--- config.mk ---
export PLATFORM = sky130hd
export DESIGN_NAME = swam_div
export DESIGN_NICKNAME = d
export VERILOG_FILES = /design/src/rtl/swam_div.sv
export SDC_FILE = /design/constraint.sdc
export NUM_CORES = 1
export LEC_CHECK = 0
export ABC_AREA = 1
export BUFFER_PORTS_ARGS = -buffer_cell sky130_fd_sc_hd__buf_2
export CORE_MARGIN = 2
export CORE_UTILIZATION = 58
export DETAILED_ROUTE_END_ITERATION = 12
export GPL_TIMING_DRIVEN = 0
export PLACE_DENSITY_LB_ADDON = 0.2
export SLEW_MARGIN = 20
export SYNTH_ARGS = -nofsm -noshare
export SYNTH_HDL_FRONTEND = slang
export SYNTH_SLANG_ARGS = --single-unit
--- constraint.sdc ---
create_clock -name i_clk -period 3.8 [get_ports i_clk]
set_input_delay 0.76 -clock i_clk [delete_from_list [all_inputs] [get_ports i_clk]]
set_output_delay 0.76 -clock i_clk [all_outputs]
set_load 0.03 [all_outputs]
--- src/rtl/swam_div.sv ---
// restoring serial divider, one quotient bit per cycle
// standalone, used twice by the top level
`timescale 1ns / 1ps
`default_nettype none

module swam_div #(
    parameter int DW = 36,
    parameter int VW = 13
) (
    input  wire logic          i_clk,
    input  wire logic          i_rst_n,
    input  wire logic          i_start,
    input  wire logic [DW-1:0] i_dividend,
    input  wire logic [VW-1:0] i_divisor,
    output logic               o_busy,
    output logic [DW-1:0]      o_quotient
);

    localparam int CNTW = $clog2(DW + 1);

    logic [CNTW-1:0] r_cnt;
    logic [DW-1:0]   r_q;
    logic [VW-1:0]   r_rem;
    logic [VW-1:0]   r_div;
    logic [VW:0]     shifted;
    logic            ge;

    assign shifted    = {r_rem, r_q[DW-1]};
    assign ge         = shifted >= {1'b0, r_div};
    assign o_busy     = r_cnt != '0;
    assign o_quotient = r_q;

    always_ff @(posedge i_clk) begin
        if (!i_rst_n) begin
            r_cnt <= '0;
        end else if (i_start) begin
            r_cnt <= CNTW'(DW);
        end else if (o_busy) begin
            r_cnt <= r_cnt - CNTW'(1);
        end
    end

    always_ff @(posedge i_clk) begin
        if (i_start) begin
            r_q   <= i_dividend;
            r_rem <= '0;
            r_div <= i_divisor;
        end else if (o_busy) begin
            r_q   <= {r_q[DW-2:0], ge};
            r_rem <= ge ? VW'(shifted - {1'b0, r_div}) : VW'(shifted);
        end
    end

endmodule

`default_nettype wire

* Word level (Yosys, flattened, before mapping)
Index checks and enable logic that the tools add are counted.
** Word-level totals
- Input port bits :: 52
- Register bits after elaboration :: 68
** Cells by class
- Add/subtract/negate cells :: 2
- Bitwise operators :: 1
- $lt $le $gt $ge :: 1
- Reduce and logical (&&, ||, !) cells :: 3
- Mux-type cells :: 5
** Operators by type and width (number)
- 36-bit two-way mux :: 2
- 14-bit by 13-bit >= comparator with 1-bit output :: 1
- 13-bit two-way mux :: 1
- 13-bit subtractor :: 1
- 6-bit two-way mux :: 2
- 6-bit nonzero test :: 1
- 6-bit by 1-bit subtractor with 6-bit output (second input constant) :: 1
- 2-bit nonzero test :: 1
- 2-bit OR reduction :: 1
- 1-bit NOT :: 1

* Logic depth before layout (Yosys ltp)
- Depth after elaboration :: 3
- Gate-level depth with buffers :: 14
- Mapped depth without buffers :: 13

* Worst setup path after synthesis
OpenSTA, ideal clock, no wires.
- Path kind :: register to register
- From :: register r_q[35] (netlist: o_quotient[35])
- To :: register r_q[0] (netlist: o_quotient[0]) (data pin)
- Stages on the path, launching flop included :: 14
- Setup slack :: 1.513 ns
- Setup time :: 0.253 ns
- Data arrival time :: 2.034 ns
- Cells stage by stage :: edfxtp_1 -> inv_1 -> ha_1 -> inv_1 -> fa_1 -> nand2_1 -> nand2_1 -> nand3_1 -> nand2_1 -> nand2_4 -> nand3_4 -> buf_12 -> nand2_1 -> nand2_1
** On the way
- Word-level cells in the longest chain between the ends :: 3
** Ends and longest elaborated chain
- start: declaration :: RTL line 22 : logic [DW-1:0] r_q;
- start signal: assignment :: RTL line 45 : r_q <= i_dividend;
- start signal: assignment :: RTL line 49 : r_q <= {r_q[DW-2:0], ge};
- 14-bit by 13-bit >= comparator with 1-bit output :: RTL line 29 : assign ge = shifted >= {1'b0, r_div};
- 36-bit two-way mux :: RTL line 48 : end else if (o_busy) begin
- 36-bit two-way mux :: RTL line 44 : if (i_start) begin
No other way between the ends. The select of a mux whose other input is x is not followed.
A chain may end at the register's enable or synchronous reset.

* Worst setup path after layout
Same ends and word-level chain as after synthesis.

==> results_dict.tcl <==
set metrics [dict create \
    leakage_nw 2.409 \
    critical_path.max_fanout 10 \
    critPathRequiredTime_ps 3900 \
    clock-sinks 68 \
    n_antenna_cell 0 \
    maxCapViolations 0 \
    met3_length_um 596 \
    hold_path_end "r_rem[10]" \
    r2r_cells 13 \
    gp_congestion 0.9086 \
    ctsResizeCount 0 \
    cts_setup_buffers 0 \
    cts_buffer_depth 2 \
    top_layer_used "met4" \
    n_fill_cell 491 \
    numCtsBuffers 9 \
    grt-ovfl-total 0 \
    dp_hpwl_mm 6.133 \
    grt.total_usage_pct 23.82 \
    slew_headroom_pct 47.68 \
    wl_met1_mm 3.512 \
    ys.flop_type "edfxtp_1" \
    p_sw_mw 1.008 \
    yosys.area_share.simple_pct 33.42 \
    synth-edff-count 49 \
    whs_path_depth 2 \
    instances_no_fill 651 \
    p_per_area_nw_per_um2 571.2 \
    internal-power_mw 1.577 \
    sw_frac_of_total_pct 39.00 \
    clkTransAtPathRegs_ps 70 \
    area_growth_pct 18.90 \
    synthesis.area_um2 3807 \
    port_buffers 88 \
    routed-wl-met2_mm 4.036 \
    min-delay-start "r_rem[10]" \
    design.die.area_um2 7228 \
    dp_cells 635 \
    peakVddDrop_mv 0.3588 \
    cp.arrival_ps 2540 \
    start_kind "flip-flop" \
    syn_inst 470 \
    end_kind "flip-flop" \
    finalPower_mw 2.586 \
    crit_type "flip-flop to flip-flop" \
    drt-total-wl_mm 8.264 \
    synth-compound-area-share_pct 2.432 \
    slew_viol_final 0 \
    tns_ps 0 \
    first_global_vias 3205 \
    avgRoutedWirePerCell_um 12.69 \
    synth_top_family_by_area "simple AND/OR/NAND/NOR gates" \
    clkLatencyLatePin_ps 340 \
    cts_tree "done" \
    grt_max_degree 38 \
    pwr-share-clk_pct 22.0 \
    h-tree-depth 3 \
    detail_route.vias_per_cell 5.055 \
    drtPass1Iterations 5 \
    initialDrtViolationCount 151 \
    yosysWarnings 0 \
    status "complete, no violations" \
    timing.rr.end "o_quotient[0]" \
    r2r-start "o_quotient[35]" \
    drtAntennaViolNets 0 \
    comb_power_share_pct 38.2 \
    grt_antenna_before_repair 0 \
    chipWidth_um 85.02 \
    clockRootBuffer "clkbuf_8" \
    finClkSkew_ps 12.03 \
    worstHoldPathType "flip-flop to flip-flop" \
    fin_crit_sh_pct 64.09 \
    syn_avg_cell_area_um2 8.101 \
    initial_core_util_pct 59.96 \
    synth_xor_area_share_pct 1.840 \
    ys_seq_area_share_pct 48.64 \
    synthArstFlopShare_pct 0 \
    drive_above_1_share_pct 24.39 \
    worst_pin_slew_ps 783.7 \
    crit_path_start "o_quotient[35]" \
    coreArea_um2 6350 \
    seqPwrFrac_pct 39.8 \
    max_freq_mhz 410.6 \
    via_count 3291 \
    io_pins 89 \
    reg2reg_slack_ps 1360 \
    syn-num-nets 537 \
    fp-row-count 29 \
    synth-seq-cells 68 \
    nNetsFinal 636 \
    ctsHoldBuffers 0 \
    synthAdderAreaFrac_pct 5.127 \
    fin_crit_ps 2435 \
    hold_ws_ps 479.1 \
    finalSetupViolations 0 \
    synth_mux_area_share_pct 0 \
    die_h_um 85.02 \
    hold_viol_final 0 \
    rsz0062_at_grt "no" \
    route.detailed.drc 0 \
    yosys.cell_types.count 32 \
    grt_pass1_wl_mm 13.73 \
]
-- registers in the layout, summed over array words and instances, names as in the netlist --
| register | flops |
|---|---|
| r_rem | 13 |
| r_div | 13 |
| o_quotient | 36 |
| r_cnt | 6 |
-- worst max-delay path, cell delays in order (launching register included) --
cell,delay (ps)
edfxtp_1,410
inv_1,80
ha_1,140
inv_1,90
fa_1,460
nand2_1,100
nand2_1,50
nand3_1,70
nand2_1,130
nand2_4,190
nand3_4,160
buf_12,210
nand2_1,60
nand2_1,50
-- stage by stage --
step                      util, %  instance area (µm²)  setup slack, ps
final                       71.29                 4527             1365
after global routing        71.29                 4527             1187
after CTS                   71.29                 4527             1373
after detailed placement    68.41                 4344             1373
after global placement      68.41                 4344             1080
after floorplan                 -                 3807             1513
-- cells by family (layout without fill, tap and decap cells) --
family | Yosys count | count (layout)
and+or+nand+nor | 284 | 284
buffers and inverters | 80 | 184
DFF | 68 | 68
adders and majority gates | 15 | 15
AOI/OAI and AO/OA | 15 | 15
xor gates and xnor gates | 8 | 8
-- cells in the final DEF, fill, tap and decap left out --
| cell | count |
|---|---|
| a211oi_1 | 1 |
| a21oi_1 | 8 |
| a21oi_4 | 1 |
| buf_1 | 3 |
| buf_12 | 1 |
| buf_2 | 89 |
| buf_4 | 2 |
| bufinv_16 | 1 |
| clkbuf_1 | 6 |
| clkbuf_8 | 9 |
| clkinv_1 | 2 |
| clkinv_2 | 2 |
| clkinvlp_4 | 1 |
| dfxtp_1 | 19 |
| edfxtp_1 | 49 |
| fa_1 | 1 |
| ha_1 | 14 |
| inv_1 | 62 |
| inv_2 | 6 |
| nand2_1 | 203 |
| nand2_2 | 9 |
| nand2_4 | 2 |
| nand3_1 | 20 |
| nand3_2 | 8 |
| nand3_4 | 1 |
| nand4_1 | 14 |
| nand4_4 | 1 |
| nor2_1 | 18 |
| nor2_2 | 4 |
| nor2_4 | 1 |
| nor3_1 | 1 |
| nor3_2 | 1 |
| o21ai_1 | 4 |
| o21ai_2 | 1 |
| or3_1 | 1 |
| xnor2_1 | 5 |
| xor2_1 | 3 |
-- routing by layer --
layer	vias up	track usage [%]
met5	-	0
met4	0	8.802
met3	12	7.879
met2	109	39.49
met1	1489	28.99
li1	1681	-
-- worst max-delay path by stage --
stage / to / slack (ps) / cells past startpoint
finish: o_quotient[0] / 1360 / 13
global placement: o_quotient[22] / 1080 / 3
global route: o_quotient[0] / 1190 / 13
detailed placement: o_quotient[0] / 1370 / 13
CTS: o_quotient[0] / 1370 / 13
floorplan: o_quotient[0] / 1510 / 13
-- synth_stat cells (all sizes together), types with 2 or more instances --
cell    count  share of area [%]
ha         14                4.6
nor3        2               0.39
buf         7                1.3
nor2       23                2.7
nand4      15                2.9
xnor2       5                1.2
a21oi       9                1.5
xor2        3               0.69
clkbuf      5               0.49
o21ai       5               0.76
inv        68                6.7
dfxtp      19                 10
nand2     214                 22
nand3      29                5.2
edfxtp     49                 39
-- power by group through the flow --
stage	combinational, mW	sequential, mW	clock, mW
3_3_place_gp	0.959	1.04	0
2_1_floorplan	0.604	1.18	0
6_report	0.987	1.03	0.568
4_1_cts	0.987	1.03	0.578
3_5_place_dp	0.983	1.04	0
5_1_grt	1.09	1.04	0.607
-- area by class of cell --
| type | count | area, µm² | area share (%) |
|---|---|---|---|
| flip-flops and latches | 68 | 1852 | 40.91 |
| multi-input cells | 322 | 1630 | 36.01 |
| repair buffers | 88 | 440.4 | 9.729 |
| inverters | 68 | 255.2 | 5.638 |
| clock buffers | 10 | 127.6 | 2.819 |
| well taps | 77 | 96.34 | 2.128 |
| plain buffers | 12 | 70.07 | 1.548 |
| clock inverters | 6 | 55.05 | 1.216 |
No activity file was read; power rests on OpenSTA's default activity.
